==> config.mk <==
export PLATFORM = sky130hd
export DESIGN_NAME = door_event_monitor_fifo
export DESIGN_NICKNAME = d
export VERILOG_FILES = /design/src/hdl/dem_pkg.sv /design/src/hdl/dem_ctrl.sv /design/src/hdl/dem_datapath.sv /design/src/hdl/door_event_monitor_fifo.sv
export SDC_FILE = /design/constraint.sdc
export NUM_CORES = 1
export LEC_CHECK = 0
export ABC_AREA = 1
export BUFFER_PORTS_ARGS = -buffer_cell sky130_fd_sc_hd__buf_2
export CAP_MARGIN = 20
export CORE_ASPECT_RATIO = 1.4
export CORE_MARGIN = 5
export CORE_UTILIZATION = 60
export DETAILED_ROUTE_END_ITERATION = 10
export PLACE_DENSITY = 0.86
export SLEW_MARGIN = 0
export SYNTH_ARGS = -nofsm -noshare
export SYNTH_HDL_FRONTEND = slang
export SYNTH_SLANG_ARGS = --single-unit
==> constraint.sdc <==
create_clock -name clk -period 21.8 [get_ports clk]
set_input_delay 1.09 -clock clk [delete_from_list [all_inputs] [get_ports clk]]
set_output_delay 1.09 -clock clk [all_outputs]
set_load 0.05 [all_outputs]
==> src/hdl/dem_pkg.sv <==
package dem_pkg;

  localparam int QUEUE_DEPTH = 8;
  localparam int PTR_W       = $clog2(QUEUE_DEPTH);
  localparam int FILL_W      = $clog2(QUEUE_DEPTH + 1);
  localparam int LEVEL_W     = 4;

  localparam logic [2:0] ACT_INIT   = 3'd0;
  localparam logic [2:0] ACT_LOCK   = 3'd1;
  localparam logic [2:0] ACT_UNLOCK = 3'd2;
  localparam logic [2:0] ACT_POP    = 3'd3;
  localparam logic [2:0] ACT_CLEAR  = 3'd4;

  localparam logic KIND_UNLOCK = 1'b0;
  localparam logic KIND_LOCK   = 1'b1;

  typedef struct packed {
    logic [2:0]  action;
    logic [31:0] timestamp_ms;
    logic        door_level;
  } in_item_t;

  typedef struct packed {
    logic               event_valid;
    logic               event_kind;
    logic [31:0]        event_time;
    logic [31:0]        event_span;
    logic               dropped;
    logic               locked_now;
    logic [31:0]        lock_total;
    logic [31:0]        unlock_total;
    logic [31:0]        locked_span;
    logic [31:0]        unlocked_span;
    logic [LEVEL_W-1:0] queue_level;
  } out_item_t;

  typedef enum logic [1:0] {
    ST_IDLE,
    ST_EXEC,
    ST_SEND
  } state_t;

  typedef struct packed {
    logic capture;
    logic exec;
  } dp_cmd_t;

endpackage

==> src/hdl/dem_ctrl.sv <==
module dem_ctrl (
  input  logic            clk,
  input  logic            rst,
  input  logic            in_valid,
  output logic            in_ready,
  output logic            out_valid,
  input  logic            out_ready,
  output dem_pkg::dp_cmd_t cmd
);
  import dem_pkg::*;

  state_t state;
  state_t state_next;
  logic   in_xfer;

  assign in_xfer = in_valid && in_ready;

  always_ff @(posedge clk) begin
    if (rst) begin
      state <= ST_IDLE;
    end else begin
      state <= state_next;
    end
  end

  always_comb begin
    state_next = state;
    unique case (state)
      ST_IDLE: begin
        if (in_xfer) state_next = ST_EXEC;
      end
      ST_EXEC: begin
        state_next = ST_SEND;
      end
      ST_SEND: begin
        if (in_xfer) state_next = ST_EXEC;
        else if (out_ready) state_next = ST_IDLE;
      end
      default: state_next = ST_IDLE;
    endcase
  end

  always_comb begin
    in_ready    = 1'b0;
    out_valid   = 1'b0;
    cmd.exec    = 1'b0;
    unique case (state)
      ST_IDLE: begin
        in_ready = !rst;
      end
      ST_EXEC: begin
        cmd.exec = 1'b1;
      end
      ST_SEND: begin
        out_valid = 1'b1;
        in_ready  = out_ready && !rst;
      end
      default: begin
        in_ready = 1'b0;
      end
    endcase
    cmd.capture = in_xfer;
  end

endmodule

==> src/hdl/dem_datapath.sv <==
module dem_datapath (
  input  logic              clk,
  input  logic              rst,
  input  dem_pkg::dp_cmd_t  cmd,
  input  dem_pkg::in_item_t in_data,
  output dem_pkg::out_item_t out_data
);
  import dem_pkg::*;

  logic        mem_kind [QUEUE_DEPTH];
  logic [31:0] mem_time [QUEUE_DEPTH];
  logic [31:0] mem_span [QUEUE_DEPTH];

  in_item_t    item;
  logic        rd_kind;
  logic [31:0] rd_time;
  logic [31:0] rd_span;

  logic              door_locked;
  logic [31:0]       last_lock_time;
  logic [31:0]       last_unlock_time;
  logic [31:0]       lock_events;
  logic [31:0]       unlock_events;
  logic [31:0]       locked_span_reg;
  logic [31:0]       unlocked_span_reg;
  logic [PTR_W-1:0]  write_ptr;
  logic [PTR_W-1:0]  read_ptr;
  logic [FILL_W-1:0] queue_fill;

  logic              door_locked_next;
  logic [31:0]       last_lock_time_next;
  logic [31:0]       last_unlock_time_next;
  logic [31:0]       lock_events_next;
  logic [31:0]       unlock_events_next;
  logic [31:0]       locked_span_reg_next;
  logic [31:0]       unlocked_span_reg_next;
  logic [PTR_W-1:0]  write_ptr_next;
  logic [PTR_W-1:0]  read_ptr_next;
  logic [FILL_W-1:0] queue_fill_next;
  out_item_t         out_next;

  logic        full;
  logic        push;
  logic        push_kind;
  logic [31:0] push_span;
  logic [31:0] open_span;
  logic        has_open_span;

  assign full          = (queue_fill == FILL_W'(QUEUE_DEPTH));
  assign has_open_span = !door_locked && (last_unlock_time != 32'd0);
  assign open_span     = has_open_span ? (item.timestamp_ms - last_unlock_time) : 32'd0;

  always_comb begin
    door_locked_next       = door_locked;
    last_lock_time_next    = last_lock_time;
    last_unlock_time_next  = last_unlock_time;
    lock_events_next       = lock_events;
    unlock_events_next     = unlock_events;
    locked_span_reg_next   = locked_span_reg;
    unlocked_span_reg_next = unlocked_span_reg;
    write_ptr_next         = write_ptr;
    read_ptr_next          = read_ptr;
    queue_fill_next        = queue_fill;
    push                   = 1'b0;
    push_kind              = KIND_UNLOCK;
    push_span              = 32'd0;
    out_next               = '0;

    unique case (item.action)
      ACT_INIT: begin
        door_locked_next = !item.door_level;
        if (!item.door_level) last_lock_time_next = item.timestamp_ms;
        else                  last_unlock_time_next = item.timestamp_ms;
      end
      ACT_LOCK: begin
        if (has_open_span) unlocked_span_reg_next = open_span;
        door_locked_next    = 1'b1;
        last_lock_time_next = item.timestamp_ms;
        lock_events_next    = lock_events + 32'd1;
        push                = 1'b1;
        push_kind           = KIND_LOCK;
        push_span           = open_span;
      end
      ACT_UNLOCK: begin
        if (door_locked && (last_lock_time != 32'd0))
          locked_span_reg_next = item.timestamp_ms - last_lock_time;
        door_locked_next      = 1'b0;
        last_unlock_time_next = item.timestamp_ms;
        unlock_events_next    = unlock_events + 32'd1;
        push                  = 1'b1;
      end
      ACT_POP: begin
        if (queue_fill != '0) begin
          out_next.event_valid = 1'b1;
          out_next.event_kind  = rd_kind;
          out_next.event_time  = rd_time;
          out_next.event_span  = rd_span;
          read_ptr_next = (read_ptr == PTR_W'(QUEUE_DEPTH - 1)) ? '0 : read_ptr + PTR_W'(1);
          queue_fill_next = queue_fill - FILL_W'(1);
        end
      end
      ACT_CLEAR: begin
        lock_events_next       = 32'd0;
        unlock_events_next     = 32'd0;
        locked_span_reg_next   = 32'd0;
        unlocked_span_reg_next = 32'd0;
      end
      default: begin
      end
    endcase

    if (push) begin
      if (full) begin
        out_next.dropped = 1'b1;
      end else begin
        write_ptr_next  = (write_ptr == PTR_W'(QUEUE_DEPTH - 1)) ? '0 : write_ptr + PTR_W'(1);
        queue_fill_next = queue_fill + FILL_W'(1);
      end
    end

    out_next.locked_now    = door_locked_next;
    out_next.lock_total    = lock_events_next;
    out_next.unlock_total  = unlock_events_next;
    out_next.locked_span   = locked_span_reg_next;
    out_next.unlocked_span = unlocked_span_reg_next;
    out_next.queue_level   = LEVEL_W'(queue_fill_next);
  end

  // queue storage
  always_ff @(posedge clk) begin
    if (cmd.exec && push && !full) begin
      mem_kind[write_ptr] <= push_kind;
      mem_time[write_ptr] <= item.timestamp_ms;
      mem_span[write_ptr] <= push_span;
    end
  end

  always_ff @(posedge clk) begin
    if (cmd.capture) begin
      item    <= in_data;
      rd_kind <= mem_kind[read_ptr];
      rd_time <= mem_time[read_ptr];
      rd_span <= mem_span[read_ptr];
    end
    if (cmd.exec) begin
      out_data <= out_next;
    end
  end

  always_ff @(posedge clk) begin
    if (rst) begin
      door_locked       <= 1'b0;
      last_lock_time    <= 32'd0;
      last_unlock_time  <= 32'd0;
      lock_events       <= 32'd0;
      unlock_events     <= 32'd0;
      locked_span_reg   <= 32'd0;
      unlocked_span_reg <= 32'd0;
      write_ptr         <= '0;
      read_ptr          <= '0;
      queue_fill        <= '0;
    end else if (cmd.exec) begin
      door_locked       <= door_locked_next;
      last_lock_time    <= last_lock_time_next;
      last_unlock_time  <= last_unlock_time_next;
      lock_events       <= lock_events_next;
      unlock_events     <= unlock_events_next;
      locked_span_reg   <= locked_span_reg_next;
      unlocked_span_reg <= unlocked_span_reg_next;
      write_ptr         <= write_ptr_next;
      read_ptr          <= read_ptr_next;
      queue_fill        <= queue_fill_next;
    end
  end

endmodule

==> src/hdl/door_event_monitor_fifo.sv <==
// Channel | Signals                        | Payload
// in      | in_valid, in_ready, in_data    | action, timestamp_ms, door_level
// out     | out_valid, out_ready, out_data | event and status fields, one per input
//
// The result becomes valid after the input transfer: the transfer edge captures
// the item and reads the queue head, the following update cycle registers the result.
// A new item is taken in the cycle its predecessor's result transfers out,
// so the block takes no new item while its predecessor's result is still pending.
// rst is synchronous; it clears the statistics, pointers and fill count.
// A stalled result holds out_data and blocks further input.
module door_event_monitor_fifo (
  input  logic               clk,
  input  logic               rst,
  input  logic               in_valid,
  output logic               in_ready,
  input  dem_pkg::in_item_t  in_data,
  output logic               out_valid,
  input  logic               out_ready,
  output dem_pkg::out_item_t out_data
);
  import dem_pkg::*;

  dp_cmd_t cmd;

  dem_ctrl u_ctrl (
    .clk       (clk),
    .rst       (rst),
    .in_valid  (in_valid),
    .in_ready  (in_ready),
    .out_valid (out_valid),
    .out_ready (out_ready),
    .cmd       (cmd)
  );

  dem_datapath u_datapath (
    .clk      (clk),
    .rst      (rst),
    .cmd      (cmd),
    .in_data  (in_data),
    .out_data (out_data)
  );

  a_in_only_with_drain: assert property (@(posedge clk) disable iff (rst)
    (in_ready && out_valid) |-> out_ready)
    else $error("input taken while result stalled");

  a_exec_after_accept: assert property (@(posedge clk) disable iff (rst)
    (in_valid && in_ready) |=> (!out_valid && cmd.exec))
    else $error("no update cycle after input transfer");

  a_drop_when_full: assert property (@(posedge clk) disable iff (rst)
    (out_valid && out_data.dropped) |-> (out_data.queue_level == LEVEL_W'(QUEUE_DEPTH)))
    else $error("drop reported with queue not full");

  a_pop_not_drop: assert property (@(posedge clk) disable iff (rst)
    out_valid |-> !(out_data.event_valid && out_data.dropped))
    else $error("pop and drop on one result");

endmodule
# After elaboration in Yosys (flattened, before gate mapping)
# Memories as Yosys holds them, arrays and structs flattened. A register that Yosys moved wholly into a read port is not among the register bits.
# Cells that the tools add are included.
# totals
input_bits,40
mem_count,3
mem_bits_rw,520
out_inout_bits,202
register_bits,441
wordCells,106
# op_classes
add_sub_neg,8
eq_ne,13
n_reduce_logical,24
bitwise_logic,1
muxes,32
# mem_list
memory,depth,width,rd,rd_clocked_by_memory_dff,wr,line,rtl
u_datapath.mem_span,8,32,1,1,1,dem_datapath.sv:12,logic [31:0] mem_span [QUEUE_DEPTH];
u_datapath.mem_time,8,32,1,1,1,dem_datapath.sv:11,logic [31:0] mem_time [QUEUE_DEPTH];
u_datapath.mem_kind,8,1,1,1,1,dem_datapath.sv:10,logic mem_kind [QUEUE_DEPTH];
# ops
cell,count
$pmux 32 s2,6
$mux 32,6
$mux 66,1
$add 32x1->32 const B,2
$reduce_bool 32->1,2
$sub 32x32->32,2
$mux 4,4
$reduce_and 3->1,4
$eq 3x3->1 const B,3
$mux 1,7
$add 3x1->3 const B,2
$eq 3x2->1 const B,2
$logic_and 1x1->1,6
$mux 2,3
$mux 3,2
$pmux 2 s3,1
$add 4x1->4 const B,1
$eq 4x4->1 const B,1
$logic_not 1->1,4
$ne 2x1->1 const B,2
$reduce_and 2->1,2
$reduce_bool 2->1,2
$reduce_bool 4->1,1
$sub 4x1->4 const B,1
other kinds (11),11

# Depth between registers and ports, before layout
# Gate-level depths: netlist of the first run.
# depth
ltp_word,7
mapped_depth,18
ltp_nobuf,18

# By module
# Synthesis of the first run repeated with hierarchy kept, for this count alone.
# unflattened
hier_cells,4724
hier_area_um2,45630.0
# by_module_without_submodules
module,seq_area_each_um2,area_per_inst_um2,cells_per_inst,n_inst
dem_datapath,28717.5,45509.9,4707,1
dem_ctrl,40.0,120.1,17,1

# Worst setup path before layout of the first run
# No wires, ideal clock.
# synth_path
path_type,reg2reg
startpoint,register u_ctrl.state[0]
endpoint,register u_datapath.lock_events[17]
path_slack_ns,14.748
path_stages_with_launch,6
path_buffers,2
arrival_ns,6.668
setup_time_ns,0.384
required_time_ns,21.416
period_less_slack_ns,7.052
cell_sequence,dfxtp_1 inv_2 nor2_4 clkbuf_1 buf_1 a21oi_1
# synth_between
elab_chain_len,2
# synth_rtl
item,line,rtl
start: declaration,dem_ctrl.sv:12,state_t state;
start signal: assignment,dem_ctrl.sv:22,state <= state_next;
$eq 2x1->1,dem_ctrl.sv:47,unique case (state)
$mux 1,dem_ctrl.sv:47,
end signal: assignment,dem_datapath.sv:166,lock_events <= lock_events_next;
end: declaration,dem_datapath.sv:22,logic [31:0] lock_events;
# No other way between the ends.
# A chain may end at the register's enable or synchronous reset.

# Final worst setup path of the first run
# layout_path
startpoint,register u_datapath.item[35] (netlist name)
endpoint,memory u_datapath.mem_span[3][9] (enable)
# layout_between
elab_chain_len,7
word_cells_on_any_way,8
classes_between,eq/ne (2); mux (3); reduce/logical (3)
# layout_rtl
item,line,rtl
start: declaration,dem_datapath.sv:14,in_item_t item;
start signal: assignment,dem_datapath.sv:140,item <= in_data;
$eq 3x1->1 or $eq 3x2->1 (tied branches),dem_datapath.sv:69,unique case (item.action)
$reduce_or 2->1 (no source line) (*),--,
$mux 1 (*),dem_datapath.sv:69,
$logic_and 1x1->1 (*) (2 in a row),dem_datapath.sv:131,if (cmd.exec && push && !full) begin
$mux 1 (*),dem_datapath.sv:131,
$mux 1 (implied by the code) (*),dem_datapath.sv:134,mem_span[write_ptr] <= push_span;
end: declaration,dem_datapath.sv:12,
# Every way passes the cells marked *; elsewhere a longest branch is shown, timed or not.

==> results of run 1 <==
[final timing paths]
check                                             startpoint                      endpoint  slack (ns)  cells past startpoint
worst max register to register           u_datapath.item[35]     u_datapath.mem_span[3][9]       17.68                     12
worst min register to register  u_datapath.last_lock_time[2]  u_datapath.last_lock_time[2]        0.48                      2
worst max-delay path                     u_datapath.item[35]     u_datapath.mem_span[3][9]       17.68                     12
worst min-delay path            u_datapath.last_lock_time[2]  u_datapath.last_lock_time[2]        0.48                      2
[critical path: cells and delay by family, from the launching register on]
family	cells	cell delay, ns
simple gates	6	1.97
buf+inv	6	1.23
flops	1	0.48
[logic make-up after synthesis]
| family | synth area share [%] |
|---|---|
| AO/OA/AOI/OAI | 10.64 |
| AND/OR/NAND/NOR | 16.75 |
| flip-flops | 62.94 |
| XOR/XNOR | 0.5176 |
| adder cells (fa/ha/maj) | 2.032 |
| buffers and inverters | 7.117 |
[per-layer routing]
layer / share of wire [%] / routed length [µm]
met1: 37 / 42640
met2: 50 / 58330
met3: 8.6 / 10000
met4: 4.8 / 5576
met5: 0.011 / 13
[cell usage after synthesis, types with 20 or more instances]
master	n
edfxtp_1	821
nor2_1	776
nand2_1	697
inv_1	611
o21ai_0	441
a21oi_1	247
nand3_1	218
dfxtp_1	205
clkbuf_1	110
o22ai_1	73
ha_1	71
a31oi_1	66
buf_2	55
o21ai_1	48
nand4_1	36
nor3_1	34
buf_1	23
inv_2	20
xor2_1	20
[cell usage in the layout, fill, tap and decap left out, drive strengths merged, types with 2 or more instances in the layout]
cell / instances
a31oi: 66
or2: 21
clkinvlp: 6
ha: 71
xnor2: 7
o21ai: 492
nor3b: 5
xor2: 20
nor4: 3
dfxtp: 205
edfxtp: 821
a211oi: 6
bufinv: 8
nand3: 222
o211ai: 6
o22ai: 74
o32ai: 2
inv: 636
and2: 3
buf: 274
nor3: 41
nor2: 798
nand3b: 6
clkinv: 36
a21oi: 250
nand4: 36
nand2: 705
o21bai: 7
a21o: 3
fa: 2
clkbuf: 121
[power groups by stage]
stage          Sequential [µW]  Combinational [µW]  Clock, µW
3_3_place_gp              2240                 326          0
2_1_floorplan             2300                 185          0
4_1_cts                   2200                 337       1670
5_1_grt                   2200                 372       1760
6_report                  2200                 340       1660
3_5_place_dp              2240                 334          0
[cell type report]
type	instances	area, µm²	area share (%)
flip-flops and latches	1026	28770	56.76
multi-input cells	2852	13740	27.12
clock buffers	121	2576	5.084
inverters	635	2396	4.728
repair buffers	274	1476	2.913
well taps	968	1211	2.390
clock inverters	51	508.0	1.002
[stage by stage]
stage                     hold slack, ns  total power [µW]
after detailed placement          0.4785              2574
final                             0.4792              4195
after CTS                         0.4868              4209
after global routing              0.5007              4336
after global placement            0.4689              2565
after floorplan                   0.4544              2482
==> flow_metrics.env, run 1 <==
export IMPL_route_detailed_drc=0
export IMPL_gp_congestion=1.027
export IMPL_clk_insertion_delay_late_ns=0.67
export IMPL_insertedDiodeCount=0
export IMPL_design_die_area_um2=81840
export IMPL_ir_drop_v=0.00006613
export IMPL_yosys_area_top_type="edfxtp_1"
export IMPL_cp_data_required_time_ns=22.08
export IMPL_synth_edf_count=821
export IMPL_netlist_top_cells_area="edfxtp_1, dfxtp_1, nor2_1"
export IMPL_timing_final_ws_setup_ns=17.68
export IMPL_top_regs="u_datapath.mem_span: 256 flops, u_datapath.mem_time: 256 flops, u_datapath.out_data: 200 flops"
export IMPL_synth_cell_types=59
export IMPL_busiest_layer="met2"
export IMPL_drt_wl_total_mm=116.6
export IMPL_cp_arrival_ns=4.40
export IMPL_cpMostUsedCell="inv_2"
export IMPL_cts_max_path_buffers=3
export IMPL_rsz0062_at_grt="no"
export IMPL_clk_pin_slew_ns=0.07
export IMPL_vias_per_cell=5.795
export IMPL_finalSetupViolations=0
export IMPL_path_class="flop to flop"
export IMPL_die_y_um=336.5
export IMPL_antenna_found_initial=1
export IMPL_grt_pass1_vias=33000
export IMPL_ctsResizeCount=0
export IMPL_cts_made_buffers=92
export IMPL_die_w_um=243.2
export IMPL_p_leak_uw=0.02063
export IMPL_fin_setup_tns_ns=0
export IMPL_start_kind="flop"
export IMPL_worstPathMaxFanout=44
export IMPL_synthFlopType="edfxtp_1"
export IMPL_cts_tree="done"
export IMPL_avgRoutedWirePerCell_um=19.67
export IMPL_hp_class="flop to flop"
export IMPL_synth_cells=4712
export IMPL_core_area_um2=75340
export IMPL_combPwrFrac_pct=8.1
export IMPL_vias=34350
export IMPL_grt_max_degree=151
export IMPL_rows=119
export IMPL_ys_warn_count=0
export IMPL_ys_ff_latch=1026
export IMPL_grt_pass1_wl_mm=179.1
export IMPL_place_ws_ns=17.74
export IMPL_switching_share_pct=24.12
export IMPL_tightest_slew_ns=1.156
export IMPL_cts_sinks=1026
export IMPL_met1_usage_pct=33.59
export IMPL_powerDensity_nw_per_um2=82.77
export IMPL_finalCriticalPeriod_ns=4.125
export IMPL_drv_slew=0
export IMPL_synthArstFlopShare_pct=0
export IMPL_dpl_cell_area_um2=47560
export IMPL_syn2layout_area_growth_pct=10.92
export IMPL_fillerInstances=5490
export IMPL_fmax_mhz=242.4
export IMPL_drtAntennaViolNets=0
export IMPL_firstDrtPassIters=6
export IMPL_final_nets=4994
export IMPL_yosysSeqAreaShare_pct=62.94
export IMPL_htreeDepth=3
export IMPL_postLayoutCellArea_um2=50680
export IMPL_syn_cell_area_um2=45690
export IMPL_avgSynthCellArea_um2=9.696
export IMPL_dp_cells=5753
export IMPL_dpl_hpwl_mm=73.05
export IMPL_synth_nets=4825
export IMPL_pwr_share_clk_pct=39.5
export IMPL_critPathMaxStageDelay_ns=0.73
export IMPL_hold_violations=0
export IMPL_cpMaxStageDelayCell="buf_4"
export IMPL_overflow=0
export IMPL_synth_top_area_share_pct=53.96
export IMPL_grtUsageMet3_pct=5.376
export IMPL_period_share_pct=18.92
export IMPL_finClkSkew_ns=0.03417
export IMPL_io_buffers=241
export IMPL_drt_iter0_drc=3879
export IMPL_fin_util_pct=67.27
export IMPL_max_slew_margin_pct=22.95
export IMPL_grt_met2_usage_pct=48.04
export IMPL_fin_cells=5927
export IMPL_switching_power_uw=1012
export IMPL_end_kind="flop"
export IMPL_drive_above_1_share_pct=10.53
export IMPL_pwr_share_seq_pct=52.4
export IMPL_pin_count=242
export IMPL_internal_power_uw=3183
export IMPL_groute_usage_overall_pct=27.63
export IMPL_hold_buffers=0
export IMPL_status="finished clean"
export IMPL_cts_setup_buffers=0
export IMPL_maxCapViolations=0
export IMPL_start_util_pct=60.64
export IMPL_cp_cell_sequence="inv_2, nand3_2, nand2_1, inv_2, nor2_2, inv_2, nor2_2, inv_2, nor2_1, inv_2, nor2_4, buf_4"
export IMPL_root_buffer="clkbuf_16"
Note: power is estimated with default switching activity, not from simulation.
==> run 2, diff against run 1 <==
--- a/config.mk
+++ b/config.mk
@@ -10,9 +10,9 @@
 export CAP_MARGIN = 20
 export CORE_ASPECT_RATIO = 1.4
 export CORE_MARGIN = 5
-export CORE_UTILIZATION = 60
+export CORE_UTILIZATION = 55
 export DETAILED_ROUTE_END_ITERATION = 10
-export PLACE_DENSITY = 0.86
+export PLACE_DENSITY = 0.84
 export SLEW_MARGIN = 0
 export SYNTH_ARGS = -nofsm -noshare
 export SYNTH_HDL_FRONTEND = slang
==> constraint.sdc (replaced) <==
create_clock -name clk -period 3.65 [get_ports clk]
set_input_delay 0.1825 -clock clk [delete_from_list [all_inputs] [get_ports clk]]
set_output_delay 0.1825 -clock clk [all_outputs]
set_load 0.05 [all_outputs]
==> run 2 against run 1 <==
Die area rose by 8.8%. First-iteration DRC count rose by 6.9%. Sequential cell count did not move. Total power rose to 6.1 times the previous value. Via count rose by 1.2%. Clock skew fell by 0.0039 ns. Utilization fell by 4.7 points. Final cell count rose by 3.0%. Clock power rose to 6.2 times the previous value. Global-route usage fell by 0.73 points. Critical path type unchanged. Critical endpoint is now u_datapath.mem_span[1][30]. Largest power group unchanged.
==> flow_metrics.env, run 2 (same netlist as run 1, synthesis figures left out) <==
export IMPL_status="finished clean"
export IMPL_antenna_found_initial=3
export IMPL_postLayoutCellArea_um2=51790
export IMPL_hold_violations=0
export IMPL_design_die_area_um2=89020
export IMPL_mostFrequentLayoutCells="edfxtp_1, nor2_1, nand2_1"
export IMPL_cpMostUsedCell="nand2_1"
export IMPL_ir_drop_v=0.0003806
export IMPL_cts_tree="done"
export IMPL_groute_usage_overall_pct=26.90
export IMPL_drt_wl_total_mm=123.1
export IMPL_worst_r2r_setup_slack_ns=0.64
export IMPL_die_w_um=253.6
export IMPL_insertedDiodeCount=0
export IMPL_grt_pass1_vias=33330
export IMPL_cp_data_required_time_ns=4.03
export IMPL_start_kind="flop"
export IMPL_core_area_um2=82740
export IMPL_cp_top_family="simple AND/OR/NAND/NOR gates"
export IMPL_end_kind="flop"
export IMPL_firstDrtPassIters=9
export IMPL_fillerInstances=6243
export IMPL_top_regs="u_datapath.mem_span: 256 flops, u_datapath.mem_time: 256 flops, u_datapath.out_data: 200 flops"
export IMPL_vias=34770
export IMPL_fin_util_pct=62.60
export IMPL_layout_commonest_cell="edfxtp_1"
export IMPL_cts_made_buffers=91
export IMPL_finalCriticalPeriod_ns=3.010
export IMPL_cts_setup_buffers=0
export IMPL_avgRoutedWirePerCell_um=20.16
export IMPL_period_share_pct=82.46
export IMPL_dpl_cell_area_um2=48130
export IMPL_tightest_slew_ns=1.093
export IMPL_io_buffers=241
export IMPL_combPwrFrac_pct=8.3
export IMPL_p_leak_uw=0.02104
export IMPL_path_class="flop to flop"
export IMPL_cpMaxStageDelayCell="edfxtp_1"
export IMPL_rsz0062_at_grt="no"
export IMPL_clk_pin_slew_ns=0.07
export IMPL_fin_setup_tns_ns=0
export IMPL_hp_class="input pin to flop"
export IMPL_route_detailed_drc=0
export IMPL_pin_count=242
export IMPL_ctsResizeCount=0
export IMPL_rows=125
export IMPL_root_buffer="clkbuf_16"
export IMPL_fmax_mhz=332.2
export IMPL_powerDensity_nw_per_um2=494.4
export IMPL_switching_power_uw=6183
export IMPL_start_util_pct=55.22
export IMPL_overflow=0
export IMPL_drtAntennaViolNets=0
export IMPL_crit_buf_inv=2
export IMPL_cts_max_path_buffers=3
export IMPL_cp_cell_sequence="inv_1, ha_1, fa_1, nand3b_1, nand2_1, nand2_1, nand2_1, nand3_1, nand2_1, nand2_1, nand2_1, nand2_1, nand3_1, inv_1"
export IMPL_internal_power_uw=19420
export IMPL_max_slew_margin_pct=27.13
export IMPL_finClkSkew_ns=0.03031
export IMPL_die_y_um=351.0
export IMPL_dpl_hpwl_mm=77.75
export IMPL_grt_max_degree=204
export IMPL_drv_slew=0
export IMPL_clk_insertion_delay_late_ns=0.69
export IMPL_worstPathMaxFanout=9
export IMPL_switching_share_pct=24.15
export IMPL_maxCapViolations=0
export IMPL_vias_per_cell=5.695
export IMPL_syn2layout_area_growth_pct=13.36
export IMPL_critPathMaxStageDelay_ns=0.49
export IMPL_cp_arrival_ns=3.39
export IMPL_pwr_share_seq_pct=51.3
export IMPL_gp_congestion=0.9871
export IMPL_pwr_share_clk_pct=40.4
export IMPL_cts_sinks=1026
export IMPL_fin_hold_ws_ns=0.1162
export IMPL_final_nets=5060
export IMPL_drive_above_1_share_pct=11.00
export IMPL_drt_iter0_drc=4145
export IMPL_finalSetupViolations=0
export IMPL_grt_pass1_wl_mm=186.5
export IMPL_htreeDepth=3
## run 2: layer usage
layer	vias up	track usage, %	share of wire, %
met3	377	4.644	8.7
li1	16280	-	-
met5	-	0	0
met4	0	16.17	6.8
met1	16280	32.46	36
met2	1828	45.31	49
## run 2: through the flow
stage / std cells / power [µW] / setup slack (ns)
detailed placement: 5893 / 15430 / 0.7724
finish: 6105 / 25610 / 0.6402
CTS: 6104 / 25660 / 0.7264
global route: 6105 / 26440 / 0.5245
global placement: 5893 / 15380 / 0.8810
floorplan: 4712 / 14790 / -0.9496
## run 2: final timing paths
path,end,from,depth (start not counted)
hold reg to reg,u_datapath.last_lock_time[27],u_datapath.last_lock_time[27],2
setup / recovery,u_datapath.mem_span[1][30],u_datapath.item[1],14
setup reg to reg,u_datapath.mem_span[1][30],u_datapath.item[1],14
hold / removal,u_ctrl.state[1],rst,2
## run 2: power by group through the flow
stage	sequential [µW]	clock, µW	combinational, µW
detailed placement	13400	0	2060
global route	13100	11000	2330
CTS	13100	10400	2110
floorplan	13700	0	1100
global placement	13400	0	2020
finish	13100	10300	2130
## run 2: layout make-up
class / count / area, µm² / area share (%)
sequential: 1026 / 28770 / 55.54
multi-input combinational: 2852 / 13750 / 26.55
clock buffer: 118 / 2480 / 4.788
inverter: 635 / 2395 / 4.624
timing repair buffer: 341 / 2282 / 4.406
tap: 1079 / 1350 / 2.607
clock inverter: 54 / 773.2 / 1.493
## run 2: repair_timing
action                     CTS  global route
hold endpoints to repair    38             0
setup endpoints to repair    0             0
hold buffers                39             0
